**config.mk**
```make
export PLATFORM = sky130hd
export DESIGN_NAME = windowed_event_rate_meter_flat
export DESIGN_NICKNAME = d
export VERILOG_FILES = /design/src/design/wer_pkg.sv /design/src/design/wer_if.sv /design/src/design/wer_front.sv /design/src/design/wer_queue.sv /design/src/design/wer_back.sv /design/src/design/windowed_event_rate_meter.sv /design/src/flat_wrapper.sv
export SDC_FILE = /design/constraint.sdc
export NUM_CORES = 2
export LEC_CHECK = 0
export BUFFER_PORTS_ARGS = -buffer_cell sky130_fd_sc_hd__buf_4
export CAP_MARGIN = 40
export CORE_MARGIN = 2
export CORE_UTILIZATION = 45
export CTS_BUF_LIST = sky130_fd_sc_hd__clkbuf_8 sky130_fd_sc_hd__clkbuf_16
export CTS_CLUSTER_DIAMETER = 100
export DETAILED_ROUTE_END_ITERATION = 10
export PLACE_DENSITY = 0.58
export SYNTH_ARGS = -nofsm -noshare
export SYNTH_HDL_FRONTEND = slang
export SYNTH_HIERARCHICAL = 1
export SYNTH_SLANG_ARGS = --single-unit
export TNS_END_PERCENT = 30
```
**constraint.sdc**
```tcl
create_clock -name clk -period 18.86 [get_ports clk]
set_clock_uncertainty 0.15 [all_clocks]
set_input_delay 0 -clock clk [delete_from_list [all_inputs] [get_ports clk]]
set_output_delay 0 -clock clk [all_outputs]
set_load 0.01 [all_outputs]
```
**src/design/wer_pkg.sv**
```systemverilog
package wer_pkg;

  // Field widths
  localparam int TICK_W  = 48;
  localparam int WALL_W  = 32;
  localparam int PER_W   = 32;
  localparam int RATIO_W = 11;
  localparam int SHORT_W = 32;
  localparam int LONG_W  = 42;
  localparam int RATE_W  = 48;
  localparam int STAMP_W = 32;

  // Configuration port
  localparam int CFG_IDX_W  = 2;
  localparam int CFG_DATA_W = 32;
  localparam logic [CFG_IDX_W-1:0] CFG_WINDOW_PERIOD = 2'd0;
  localparam logic [CFG_IDX_W-1:0] CFG_LONG_RATIO    = 2'd1;
  localparam logic [PER_W-1:0]     PERIOD_RESET      = 32'd125000000;
  localparam logic [RATIO_W-1:0]   RATIO_RESET       = 11'd10;

  // Result kinds
  localparam logic KIND_SHORT = 1'b0;
  localparam logic KIND_LONG  = 1'b1;

  // Rate arithmetic: count * 1e9 * 2^16 / divisor
  localparam int SEC_W   = 30;
  localparam logic [SEC_W-1:0] NS_PER_SEC = 30'd1000000000;
  localparam int HALF_W  = LONG_W / 2;
  localparam int ACC_W   = LONG_W + SEC_W;
  localparam int FRAC_W  = 16;
  localparam int NUM_W   = ACC_W + FRAC_W;
  localparam int DCNT_W  = $clog2(NUM_W + 1);

  // Job queue between front and back
  localparam int QDEPTH = 2;
  localparam int QPTR_W = $clog2(QDEPTH);

  // Effective configuration (zero values already mapped to one)
  typedef struct packed {
    logic [PER_W-1:0]   period;
    logic [RATIO_W-1:0] ratio;
  } cfg_t;

  // One closed window handed to the back end
  typedef struct packed {
    logic [SHORT_W-1:0] short_cnt;
    logic [WALL_W-1:0]  wall;
    logic               has_long;
    logic [LONG_W-1:0]  long_sum;
    logic [LONG_W-1:0]  time_sum;
  } job_t;

endpackage

```
**src/design/wer_if.sv**
```systemverilog
interface wer_in_if;
  logic                         valid;
  logic                         ready;
  logic [wer_pkg::TICK_W-1:0]   tick_time;
  logic [wer_pkg::WALL_W-1:0]   wall_time;
  logic                         count_flag;

  modport source (output valid, output tick_time, output wall_time, output count_flag,
                  input ready);
  modport sink   (input valid, input tick_time, input wall_time, input count_flag,
                  output ready);
endinterface

interface wer_out_if;
  logic                         valid;
  logic                         ready;
  logic                         kind;
  logic [wer_pkg::STAMP_W-1:0]  stamp;
  logic [wer_pkg::RATE_W-1:0]   rate;
  logic                         last;

  modport source (output valid, output kind, output stamp, output rate, output last,
                  input ready);
  modport sink   (input valid, input kind, input stamp, input rate, input last,
                  output ready);
endinterface

interface wer_cfg_if;
  logic                            valid;
  logic                            ready;
  logic [wer_pkg::CFG_IDX_W-1:0]   index;
  logic [wer_pkg::CFG_DATA_W-1:0]  data;

  modport source (output valid, output index, output data, input ready);
  modport sink   (input valid, input index, input data, output ready);
endinterface

```
**src/design/wer_front.sv**
```systemverilog
module wer_front (
  input  logic            clk,
  input  logic            rst_n,
  wer_in_if.sink          in_ch,
  input  wer_pkg::cfg_t   cfg,
  input  logic            q_full,
  output logic            q_push,
  output wer_pkg::job_t   q_job
);
  import wer_pkg::*;

  logic               started_r;
  logic [TICK_W-1:0]  ws_r;
  logic [SHORT_W-1:0] short_r;
  logic [LONG_W-1:0]  long_r;
  logic [LONG_W-1:0]  tsum_r;
  logic [RATIO_W-1:0] wc_r;

  logic               accept;
  logic [TICK_W:0]    end1;
  logic [TICK_W+1:0]  end2;
  logic               restart;
  logic               close;
  logic [LONG_W:0]    long_add;
  logic [LONG_W:0]    tsum_add;
  logic [LONG_W-1:0]  long_sat;
  logic [LONG_W-1:0]  tsum_sat;
  logic [RATIO_W:0]   wc_inc;
  logic               has_long;
  logic [SHORT_W-1:0] short_nxt;

  // Stall only when the job queue cannot take a window close
  assign in_ch.ready = !q_full;
  assign accept      = in_ch.valid && in_ch.ready;

  // Classify the push against the current window
  always_comb begin
    end1     = {1'b0, ws_r} + (TICK_W+1)'(cfg.period);
    end2     = {2'b0, ws_r} + (TICK_W+2)'({cfg.period, 1'b0});
    restart  = !started_r || (ws_r > in_ch.tick_time) ||
               ({2'b0, in_ch.tick_time} > end2);
    close    = !restart && (end1 < {1'b0, in_ch.tick_time});
    long_add = {1'b0, long_r} + (LONG_W+1)'(short_r);
    tsum_add = {1'b0, tsum_r} + (LONG_W+1)'(in_ch.wall_time);
    long_sat = long_add[LONG_W] ? '1 : long_add[LONG_W-1:0];
    tsum_sat = tsum_add[LONG_W] ? '1 : tsum_add[LONG_W-1:0];
    wc_inc   = {1'b0, wc_r} + (RATIO_W+1)'(1);
    has_long = wc_inc >= {1'b0, cfg.ratio};
    if (restart || close) begin
      short_nxt = SHORT_W'(in_ch.count_flag);
    end else if (short_r != '1) begin
      short_nxt = short_r + SHORT_W'(in_ch.count_flag);
    end else begin
      short_nxt = short_r;
    end
  end

  // Hand each window close to the back end
  assign q_push         = accept && close;
  assign q_job.short_cnt = short_r;
  assign q_job.wall      = in_ch.wall_time;
  assign q_job.has_long  = has_long;
  assign q_job.long_sum  = long_sat;
  assign q_job.time_sum  = tsum_sat;

  // Advance the window state
  always_ff @(posedge clk) begin
    if (!rst_n) begin
      started_r <= 1'b0;
      ws_r      <= '0;
      short_r   <= '0;
      long_r    <= '0;
      tsum_r    <= '0;
      wc_r      <= '0;
    end else if (accept) begin
      short_r <= short_nxt;
      if (restart) begin
        started_r <= 1'b1;
        ws_r      <= in_ch.tick_time;
        long_r    <= '0;
        tsum_r    <= '0;
        wc_r      <= '0;
      end else if (close) begin
        ws_r <= end1[TICK_W-1:0];
        if (has_long) begin
          long_r <= '0;
          tsum_r <= '0;
          wc_r   <= '0;
        end else begin
          long_r <= long_sat;
          tsum_r <= tsum_sat;
          wc_r   <= wc_inc[RATIO_W-1:0];
        end
      end
    end
  end

endmodule

```
**src/design/wer_queue.sv**
```systemverilog
module wer_queue (
  input  logic           clk,
  input  logic           rst_n,
  input  logic           push,
  input  wer_pkg::job_t  push_job,
  input  logic           pop,
  output wer_pkg::job_t  head,
  output logic           full,
  output logic           empty
);
  import wer_pkg::*;

  job_t              entry_r [QDEPTH];
  logic [QPTR_W-1:0] wr_ptr_r;
  logic [QPTR_W-1:0] rd_ptr_r;
  logic [QPTR_W:0]   count_r;
  logic              do_push;
  logic              do_pop;

  assign full    = (count_r == (QPTR_W+1)'(QDEPTH));
  assign empty   = (count_r == '0);
  assign head    = entry_r[rd_ptr_r];
  assign do_push = push && !full;
  assign do_pop  = pop && !empty;

  // Store pushed jobs
  always_ff @(posedge clk) begin
    if (do_push) begin
      entry_r[wr_ptr_r] <= push_job;
    end
  end

  // Track pointers and fill level
  always_ff @(posedge clk) begin
    if (!rst_n) begin
      wr_ptr_r <= '0;
      rd_ptr_r <= '0;
      count_r  <= '0;
    end else begin
      if (do_push) begin
        wr_ptr_r <= wr_ptr_r + QPTR_W'(1);
      end
      if (do_pop) begin
        rd_ptr_r <= rd_ptr_r + QPTR_W'(1);
      end
      if (do_push && !do_pop) begin
        count_r <= count_r + (QPTR_W+1)'(1);
      end else if (do_pop && !do_push) begin
        count_r <= count_r - (QPTR_W+1)'(1);
      end
    end
  end

endmodule

```
**src/design/wer_back.sv**
```systemverilog
module wer_back #(
  parameter int NS_PER_TICK = 8
) (
  input  logic           clk,
  input  logic           rst_n,
  input  wer_pkg::cfg_t  cfg,
  input  logic           q_empty,
  input  wer_pkg::job_t  q_head,
  output logic           q_pop,
  wer_out_if.source      out_ch
);
  import wer_pkg::*;

  localparam int NS_W  = $clog2(NS_PER_TICK + 1);
  localparam int D0_W  = PER_W + NS_W;
  localparam int DEN_W = D0_W + RATIO_W;

  localparam logic [2:0] B_IDLE   = 3'd0;
  localparam logic [2:0] B_MULA   = 3'd1;
  localparam logic [2:0] B_MULB   = 3'd2;
  localparam logic [2:0] B_DIVSET = 3'd3;
  localparam logic [2:0] B_DIV    = 3'd4;
  localparam logic [2:0] B_MEAN   = 3'd5;
  localparam logic [2:0] B_OUT    = 3'd6;

  logic [2:0]         state_r;
  job_t               job_r;
  logic               long_ph_r;
  logic [LONG_W-1:0]  mcnt_r;
  logic [D0_W-1:0]    d0_r;
  logic [ACC_W-1:0]   acc_r;
  logic [NUM_W-1:0]   div_num_r;
  logic [DEN_W-1:0]   div_den_r;
  logic [DEN_W-1:0]   div_rem_r;
  logic [RATE_W-1:0]  div_q_r;
  logic               div_ovf_r;
  logic [DCNT_W-1:0]  div_cnt_r;
  logic [RATE_W-1:0]  res_rate_r;
  logic [STAMP_W-1:0] res_stamp_r;

  logic               out_valid_r;
  logic               out_kind_r;
  logic [STAMP_W-1:0] out_stamp_r;
  logic [RATE_W-1:0]  out_rate_r;
  logic               out_last_r;

  logic [ACC_W-1:0]   mul_lo;
  logic [ACC_W-1:0]   mul_hi;
  logic [DEN_W:0]     rem_sh;
  logic [DEN_W:0]     rem_diff;
  logic               rem_ge;
  logic [DEN_W-1:0]   rem_n;
  logic [RATE_W-1:0]  q_n;
  logic               ovf_n;
  logic [RATE_W-1:0]  rate_fin;
  logic               out_free;
  logic               out_load;

  assign q_pop    = (state_r == B_IDLE) && !q_empty;
  assign out_free = !out_valid_r || out_ch.ready;
  assign out_load = (state_r == B_OUT) && out_free;

  // Partial products of count * 1e9, low and high halves
  assign mul_lo = ACC_W'(mcnt_r[HALF_W-1:0]) * ACC_W'(NS_PER_SEC);
  assign mul_hi = ACC_W'(mcnt_r[LONG_W-1:HALF_W]) * ACC_W'(NS_PER_SEC);

  // One restoring division step, quotient clamped at full scale
  always_comb begin
    rem_sh   = {div_rem_r, div_num_r[NUM_W-1]};
    rem_diff = rem_sh - {1'b0, div_den_r};
    rem_ge   = rem_sh >= {1'b0, div_den_r};
    rem_n    = rem_ge ? rem_diff[DEN_W-1:0] : rem_sh[DEN_W-1:0];
    q_n      = {div_q_r[RATE_W-2:0], rem_ge};
    ovf_n    = div_ovf_r | div_q_r[RATE_W-1];
    rate_fin = ovf_n ? '1 : q_n;
  end

  // Sequence multiply, divide and result hand-off
  always_ff @(posedge clk) begin
    if (!rst_n) begin
      state_r     <= B_IDLE;
      long_ph_r   <= 1'b0;
      out_valid_r <= 1'b0;
    end else begin
      if (out_load) begin
        out_valid_r <= 1'b1;
      end else if (out_valid_r && out_ch.ready) begin
        out_valid_r <= 1'b0;
      end
      unique case (state_r)
        B_IDLE: begin
          if (!q_empty) begin
            job_r     <= q_head;
            mcnt_r    <= LONG_W'(q_head.short_cnt);
            long_ph_r <= 1'b0;
            d0_r      <= D0_W'(cfg.period) * D0_W'(NS_PER_TICK);
            state_r   <= B_MULA;
          end
        end
        B_MULA: begin
          acc_r   <= mul_lo;
          state_r <= B_MULB;
        end
        B_MULB: begin
          acc_r <= acc_r + (mul_hi << HALF_W);
          if (long_ph_r) begin
            div_den_r <= DEN_W'(d0_r) * DEN_W'(cfg.ratio);
          end else begin
            div_den_r <= DEN_W'(d0_r);
          end
          state_r <= B_DIVSET;
        end
        B_DIVSET: begin
          div_num_r <= {acc_r, {FRAC_W{1'b0}}};
          div_rem_r <= '0;
          div_q_r   <= '0;
          div_ovf_r <= 1'b0;
          div_cnt_r <= DCNT_W'(NUM_W);
          state_r   <= B_DIV;
        end
        B_DIV: begin
          if (div_cnt_r == DCNT_W'(1)) begin
            res_rate_r <= rate_fin;
            if (long_ph_r) begin
              // Mean wall time of the averaged windows
              div_num_r <= {job_r.time_sum, {(NUM_W-LONG_W){1'b0}}};
              div_den_r <= DEN_W'(cfg.ratio);
              div_rem_r <= '0;
              div_q_r   <= '0;
              div_ovf_r <= 1'b0;
              div_cnt_r <= DCNT_W'(LONG_W);
              state_r   <= B_MEAN;
            end else begin
              res_stamp_r <= job_r.wall;
              state_r     <= B_OUT;
            end
          end else begin
            div_num_r <= div_num_r << 1;
            div_rem_r <= rem_n;
            div_q_r   <= q_n;
            div_ovf_r <= ovf_n;
            div_cnt_r <= div_cnt_r - DCNT_W'(1);
          end
        end
        B_MEAN: begin
          div_num_r <= div_num_r << 1;
          div_rem_r <= rem_n;
          div_q_r   <= q_n;
          div_ovf_r <= ovf_n;
          div_cnt_r <= div_cnt_r - DCNT_W'(1);
          if (div_cnt_r == DCNT_W'(1)) begin
            res_stamp_r <= (q_n[RATE_W-1:STAMP_W] != '0) ? '1 : q_n[STAMP_W-1:0];
            state_r     <= B_OUT;
          end
        end
        B_OUT: begin
          if (out_free) begin
            out_kind_r  <= long_ph_r ? KIND_LONG : KIND_SHORT;
            out_stamp_r <= res_stamp_r;
            out_rate_r  <= res_rate_r;
            out_last_r  <= long_ph_r || !job_r.has_long;
            if (!long_ph_r && job_r.has_long) begin
              long_ph_r <= 1'b1;
              mcnt_r    <= job_r.long_sum;
              state_r   <= B_MULA;
            end else begin
              state_r <= B_IDLE;
            end
          end
        end
        default: begin
          state_r <= B_IDLE;
        end
      endcase
    end
  end

  assign out_ch.valid = out_valid_r;
  assign out_ch.kind  = out_kind_r;
  assign out_ch.stamp = out_stamp_r;
  assign out_ch.rate  = out_rate_r;
  assign out_ch.last  = out_last_r;

endmodule

```
**src/design/windowed_event_rate_meter.sv**
```systemverilog
// Windowed event rate meter. The front end takes one push per cycle while the
// job queue is not full: it tracks the window start, counts flagged events and,
// on a window close, queues a job for the back end. The back end turns each job
// into a short rate (events per second, Q32.16, saturated, stamped with the
// push's wall time) and, every long_ratio windows, a long average rate stamped
// with the mean wall time. It does this with two 21x30 multipliers for the
// partial products and a one-bit-per-cycle restoring divider, which takes 88
// steps for each rate and 42 for the mean. The queue holds two closed windows;
// while it is full every push is stalled, whether or not it closes a window. A
// result waits in the output register while the back end keeps working. A
// period or ratio of zero acts as one.
module windowed_event_rate_meter #(
  parameter int NS_PER_TICK = 8
) (
  input  logic    clk,
  input  logic    rst_n,
  wer_in_if.sink  in_ch,
  wer_out_if.source out_ch,
  wer_cfg_if.sink cfg_ch
);
  import wer_pkg::*;

  logic [PER_W-1:0]   period_r;
  logic [RATIO_W-1:0] ratio_r;
  cfg_t               cfg;
  logic               q_push;
  job_t               q_job;
  logic               q_pop;
  job_t               q_head;
  logic               q_full;
  logic               q_empty;

  // Configuration writes are always taken
  assign cfg_ch.ready = 1'b1;

  always_ff @(posedge clk) begin
    if (!rst_n) begin
      period_r <= PERIOD_RESET;
      ratio_r  <= RATIO_RESET;
    end else if (cfg_ch.valid) begin
      unique case (cfg_ch.index)
        CFG_WINDOW_PERIOD: period_r <= cfg_ch.data[PER_W-1:0];
        CFG_LONG_RATIO:    ratio_r  <= cfg_ch.data[RATIO_W-1:0];
        default: begin
        end
      endcase
    end
  end

  // Map zero settings to one
  assign cfg.period = (period_r == '0) ? PER_W'(1) : period_r;
  assign cfg.ratio  = (ratio_r == '0) ? RATIO_W'(1) : ratio_r;

  wer_front u_front (
    .clk    (clk),
    .rst_n  (rst_n),
    .in_ch  (in_ch),
    .cfg    (cfg),
    .q_full (q_full),
    .q_push (q_push),
    .q_job  (q_job)
  );

  wer_queue u_queue (
    .clk      (clk),
    .rst_n    (rst_n),
    .push     (q_push),
    .push_job (q_job),
    .pop      (q_pop),
    .head     (q_head),
    .full     (q_full),
    .empty    (q_empty)
  );

  wer_back #(
    .NS_PER_TICK (NS_PER_TICK)
  ) u_back (
    .clk     (clk),
    .rst_n   (rst_n),
    .cfg     (cfg),
    .q_empty (q_empty),
    .q_head  (q_head),
    .q_pop   (q_pop),
    .out_ch  (out_ch)
  );

endmodule

```
**src/flat_wrapper.sv**
```systemverilog
// flat-port wrapper written by rule: the top's interface ports become plain ports
module windowed_event_rate_meter_flat import wer_pkg::*;
#(
  parameter int NS_PER_TICK = 8
)
  (clk, rst_n, in_ch_valid, in_ch_tick_time, in_ch_wall_time, in_ch_count_flag, in_ch_ready, out_ch_valid, out_ch_kind, out_ch_stamp, out_ch_rate, out_ch_last, out_ch_ready, cfg_ch_valid, cfg_ch_index, cfg_ch_data, cfg_ch_ready);
  wer_in_if in_ch_i ();
  wer_out_if out_ch_i ();
  wer_cfg_if cfg_ch_i ();
  input  logic clk;
  input  logic rst_n;
  input wire logic [$bits(in_ch_i.valid)-1:0] in_ch_valid;
  input wire logic [$bits(in_ch_i.tick_time)-1:0] in_ch_tick_time;
  input wire logic [$bits(in_ch_i.wall_time)-1:0] in_ch_wall_time;
  input wire logic [$bits(in_ch_i.count_flag)-1:0] in_ch_count_flag;
  output wire logic [$bits(in_ch_i.ready)-1:0] in_ch_ready;
  output wire logic [$bits(out_ch_i.valid)-1:0] out_ch_valid;
  output wire logic [$bits(out_ch_i.kind)-1:0] out_ch_kind;
  output wire logic [$bits(out_ch_i.stamp)-1:0] out_ch_stamp;
  output wire logic [$bits(out_ch_i.rate)-1:0] out_ch_rate;
  output wire logic [$bits(out_ch_i.last)-1:0] out_ch_last;
  input wire logic [$bits(out_ch_i.ready)-1:0] out_ch_ready;
  input wire logic [$bits(cfg_ch_i.valid)-1:0] cfg_ch_valid;
  input wire logic [$bits(cfg_ch_i.index)-1:0] cfg_ch_index;
  input wire logic [$bits(cfg_ch_i.data)-1:0] cfg_ch_data;
  output wire logic [$bits(cfg_ch_i.ready)-1:0] cfg_ch_ready;
  assign in_ch_i.valid = in_ch_valid;
  assign in_ch_i.tick_time = in_ch_tick_time;
  assign in_ch_i.wall_time = in_ch_wall_time;
  assign in_ch_i.count_flag = in_ch_count_flag;
  assign in_ch_ready = in_ch_i.ready;
  assign out_ch_valid = out_ch_i.valid;
  assign out_ch_kind = out_ch_i.kind;
  assign out_ch_stamp = out_ch_i.stamp;
  assign out_ch_rate = out_ch_i.rate;
  assign out_ch_last = out_ch_i.last;
  assign out_ch_i.ready = out_ch_ready;
  assign cfg_ch_i.valid = cfg_ch_valid;
  assign cfg_ch_i.index = cfg_ch_index;
  assign cfg_ch_i.data = cfg_ch_data;
  assign cfg_ch_ready = cfg_ch_i.ready;
  windowed_event_rate_meter #(.NS_PER_TICK(NS_PER_TICK)) u_core (.clk(clk), .rst_n(rst_n), .in_ch(in_ch_i), .out_ch(out_ch_i), .cfg_ch(cfg_ch_i));
endmodule
```
* Yosys cells after proc, flatten, opt, wreduce, memory -nomap -nowiden
Memories as Yosys holds them, arrays and structs flattened. A register that Yosys moved wholly into a read port is not among the register bits. Index checks and enable logic that the tools add are counted.
Storage, ports and cells: register bits after elaboration 891, bits in writable memories 298, bits of input ports 120, output and inout bits 85, word-level logic and storage cells 197, memories kept 1
Memory list:
- u_core.u_queue.entry_r | depth 2, bits a word 149, read ports 1, clocked after memory_dff 1, write ports 1, line wer_queue.sv:13 | job_t entry_r [QDEPTH];
Operators by class: $add $sub $neg 13, $mul 3, order comparisons 5, equal/unequal tests 18, multiplexer cells 67, bitwise gates (word level) 2, reductions and logical operators 55
Operator list (number):
- $mux W42 | 11
- $pmux W88 S3 | 1
- $mux W47 | 5
- $mux W32 | 7
- $mux W48 | 4
- $mux W88 | 2
- $pmux W48 S3 | 1
- $pmux W72 S2 | 1
- $pmux W47 S3 | 1
- $pmux W47 S2 | 1
- $add A42 B32 Y43 | 2
- $mul A21 B21 Y42 const B | 2
- $pmux W42 S2 | 1
- $add A72 B72 Y72 | 1
- $pmux W32 S2 | 1
- $add A48 B32 Y49 | 1
- $add A48 B33 Y49 | 1
- $gt A48 B49 Y1 | 1
- $lt A49 B48 Y1 | 1
- $ge A48 B47 Y1 | 1
- $gt A48 B48 Y1 | 1
- $sub A47 B47 Y47 | 1
- $mux W46 | 1
- $mux W11 | 4
- other kinds (42) | 110

* Logic depth before layout (Yosys ltp)
depth in word-level cells 13, mapped depth 33, gate-level depth less buffers 32

* Hierarchy
Netlist, hierarchy kept.
By module, submodules not included:
- wer_back | instances 1, cells each 5359, area each 57378.8 µm²
- wer_front | instances 1, cells each 2582, area each 19489.9 µm²
- wer_queue | instances 1, cells each 489, area each 11412.2 µm²
- windowed_event_rate_meter | instances 1, cells each 247, area each 1845.5 µm²

* Worst setup path after synthesis
OpenSTA, ideal clock, no wires.
kind register to register, from register u_core.u_back.div_cnt_r[0], to register u_core.u_back.div_cnt_r[0], enable pin, setup time 945 ps, arrival time 13269 ps, data required time 17765 ps, path slack 4496 ps, cell stages (with the launch flop) 7, path buffers 1, period minus slack after synthesis 14364 ps, path through edfxtp_1 -> ha_1 -> and3b_1 -> nand2b_1 -> clkbuf_1 -> o21ai_0 -> a21boi_0
On the way: cells in the longest elaborated chain, start to end 3
RTL lines:
- start: declaration | line wer_back.sv:37 | logic [DCNT_W-1:0] div_cnt_r;
- start signal: assignment | line wer_back.sv:118 | div_cnt_r <= DCNT_W'(NUM_W);
- start signal: assignment | line wer_back.sv:131 | div_cnt_r <= DCNT_W'(LONG_W);
- start signal: assignment | line wer_back.sv:142 | div_cnt_r <= div_cnt_r - DCNT_W'(1);
- $eq A7 B1 Y1 | line wer_back.sv:122 | if (div_cnt_r == DCNT_W'(1)) begin
- $ne A3 B3 Y1 (no source line)
- $reduce_and A3 Y1 (no source line)
Every way passes these cells. A chain may end at the register's enable or synchronous reset.

==> key figures <==
Worst setup path
  • CP peak stage delay: 580 ps
  • Worst reg-to-reg path cell count: 31
  • Slowest stage cell, crit path: nor4_1
  • Crit path max fanout: 58
  • CP Class: reg -> reg
  • Reg-to-reg endpoint: u_core/u_front/ws_r[30]
  • Crit-path most repeated cell: buf_4
  • RR Startpoint: u_core/period_r[8]
  • Worst Path Arrival: 10350 ps
  • CP Capture Type: flop
  • CP startpoint kind: flop
  • R2R Setup Slk: 9060 ps
  • Critical path data required time: 19410 ps

Floorplan
  • Die Ht: 452 um
  • Cell Rows: 164
  • IO Count: 205
  • CORE AREA: 199000 sq um
  • Starting Density: 45.2%
  • Die area: 204000 sq um
  • Die width: 452 um

Final layout
  • Synth-to-Final Area Change: 12.5%
  • Final core occ: 50.8%
  • Fin nets: 10605
  • Layout cells sized above 1: 8.34%

GRT
  • Initial antenna violation count: 8
  • Vias in the first global route: 65240
  • Largest net degree at the start of global routing: 151
  • Total gr overflow: 0
  • First-pass GRT wire length: 385000 um
  • Tot GR Track Use: 24.1%

Clocking
  • Worst skew pair latency: 840 ps
  • CTS max path bufs: 3
  • CTS Sinks: 1155
  • H-Tree Depth: 4
  • CTS Buf Count: 134
  • CTS clk-pin slew, worst paths: 60 ps
  • Root buffer cell: clkbuf_16
  • CTS resizes: 0
  • CTS tree: built

STA
  • Worst slew pin tran: 1010 ps
  • Slew Limit Headroom: 32.6%
  • Fmax: 102 MHz
  • Final hold violations: 0
  • Fin crit period: 9800 ps
  • Unrepaired setup endpoints after global routing: no
  • Hold slack: 90.6 ps
  • Part of the cycle the worst path needs: 52.0%
  • TNS Setup: 0 ps
  • Final Slew Violations: 0
  • # setup viols final: 0
  • Worst setup margin: 9060 ps

Hold path
  • Hold EP: u_core/u_front/ws_r[34]
  • Min-delay src: in_ch_tick_time[34]
  • Hold Path Depth: 6
  • Hold Path Class: in -> reg

Detailed routing
  • Vias: 65524
  • Detail Route met2 WL: 113000 um
  • # DRC: 0
  • 1st-pass router iterations: 6
  • Met1 wire length: 117000 um
  • Met3 WL: 12800 um
  • Via density: 5.59
  • DR iter-0 viols: 4869
  • Detailed Route WL: 249000 um
  • Detailed-route wire length per cell: 21.2 um
  • Final ANT Viol Nets: 0
  • Highest routed metal layer: met4

Yosys
  • Post-Syn Area per Cell: 10.4 sq um
  • Syn Nets: 10332
  • Commonest register cell after synthesis: edfxtp_1
  • Combinational family with the most area after synthesis: adder cells
  • Syn Std Cell Area: 90100 sq um
  • Synth Area in Simple Gates: 12.5%
  • Yosys top cell by area: edfxtp_1
  • Synth area leaders: edfxtp_1, fa_1, ha_1
  • Ys async rst share: 0%
  • Synthesized instance count: 8677
  • #FFs+latches synth: 1155
  • Post-synthesis xor/xnor area fraction: 3.09%
  • Post-synthesis compound-gate area fraction: 12.3%
  • Sequential area share after synthesis: 35.9%
  • EDFF count, synth: 926
  • Yosys warning total: 6
  • Adder-Cell Fraction of Synth Area: 26.8%
  • Top cells by count, synth: inv_1, nand2_1, edfxtp_1
  • Yosys cell types: 115
  • Share of the synthesized area in the top cell type: 30.9%
  • Most instantiated library cell after synthesis: inv_1
  • Multiplexer area fraction after synthesis: 3.21%

Place
  • Pre-CTS WS: 9810 ps
  • Gp weighted congestion: 0.931
  • IO buf count: 203
  • Detail Placement HPWL: 187000 um

Flow run
  • Max_cap viols: 0

Run status
  • Result of the run: complete, no violations
## through the flow
stage                     cells  cell area [sq um]
after detailed placement  11205              94100
after global routing      11720             101000
after floorplan            8677              90100
after CTS                 11718             101000
final                     11722             101000
after global placement    11190              93800
## repair_timing
item                                   CTS  global route
setup endpoints to repair                0             0
setup buffers                            0             0
hold buffers                           265             0
endpoints found under the hold margin  413             0
## state kept, by name, indices dropped and copies added (netlist names), 42 cells and up, named ones only
name / count
u_core/u_back/res_rate_r: 48
u_core/u_back/job_r: 117
u_core/u_back/div_rem_r: 47
u_core/u_queue/entry_r: 298
u_core/u_back/mcnt_r: 42
u_core/u_front/ws_r: 48
u_core/u_front/long_r: 42
u_core/u_back/acc_r: 63
u_core/u_back/out_ch.rate: 48
u_core/u_back/div_q_r: 48
u_core/u_back/div_num_r: 63
u_core/u_back/div_den_r: 46
u_core/u_front/tsum_r: 42
## per-layer routing
| layer | vias up | track usage (%) |
|---|---|---|
| li1 | 30846 | - |
| met1 | 32485 | 35.1 |
| met2 | 1876 | 38.1 |
| met3 | 317 | 2.84 |
| met4 | 0 | 6.44 |
| met5 | - | 0 |
## cell type report
| class | count | area [sq um] |
|---|---|---|
| sequential | 1155 | 32400 |
| inverter | 963 | 3620 |
| tap | 2656 | 3320 |
| fill | 18097 | 98100 |
| multi-input combinational | 6136 | 52300 |
| timing repair buffer | 560 | 5040 |
| clock buffer | 136 | 3380 |
| antenna | 4 | 10.0 |
| clock inverter | 112 | 1240 |
## worst max-delay path by stage
| stage | from | cells past startpoint | slack (ps) | endpoint |
|---|---|---|---|---|
| floorplan | u_core/u_back/div_cnt_r[0] | 6 | 4500 | u_core/u_back/div_cnt_r[0] |
| global placement | u_core/period_r[8] | 25 | 9820 | u_core/u_front/tsum_r[25] |
| detailed placement | u_core/period_r[8] | 30 | 9810 | u_core/u_front/ws_r[30] |
| CTS | u_core/period_r[8] | 31 | 9240 | u_core/u_front/ws_r[30] |
| global route | u_core/period_r[8] | 32 | 8660 | u_core/u_front/ws_r[30] |
| finish | u_core/period_r[8] | 31 | 9060 | u_core/u_front/ws_r[30] |
## critical path: cells and delay by family, from the launching register on
family                   cells  cell delay, ps
AO/OA/AOI/OAI               13            3530
XOR/XNOR                     1             150
adder cells (fa/ha/maj)      3             960
buffers and inverters        6            2270
flip-flops                   1             360
AND/OR/NAND/NOR              8            2150
## cells by family after synthesis
kind of cell | count (synthesis)
AND/OR/NAND/NOR | 2348
AO/OA/AOI/OAI | 1702
adder cells (fa/ha/maj) | 1535
buffers and inverters | 1386
flip-flops | 1155
XOR/XNOR | 318
multiplexers | 232
other | 1
## cell usage in the layout (no fill, tap or decap), types with 24 or more instances in the layout
cell type / n
or3_1: 81
mux2_4: 101
dlygate4sd3_1: 265
ha_1: 878
nor2_1: 420
a22oi_1: 42
xnor2_1: 182
a21o_1: 205
nand3_1: 148
nand2_1: 930
mux2i_1: 79
nor3_1: 99
nand4_1: 103
clkbuf_16: 134
inv_1: 992
a31oi_1: 60
nand2b_1: 55
nor2b_1: 38
o22a_1: 32
a21boi_0: 25
dfxtp_1: 227
o21a_1: 56
xor2_1: 136
a21oi_1: 467
and2_1: 162
nand3b_1: 24
a211oi_1: 73
o211ai_1: 40
fa_1: 657
edfxtp_1: 926
buf_4: 280
o31ai_1: 27
mux2_2: 52
o21ai_0: 357
nor4_1: 40
a22o_1: 33
and3_1: 125
o21bai_1: 46
Power is left out: the tool's default activity adds up to more than one toggle a clock period on the data nets, which glitch-free logic cannot reach.
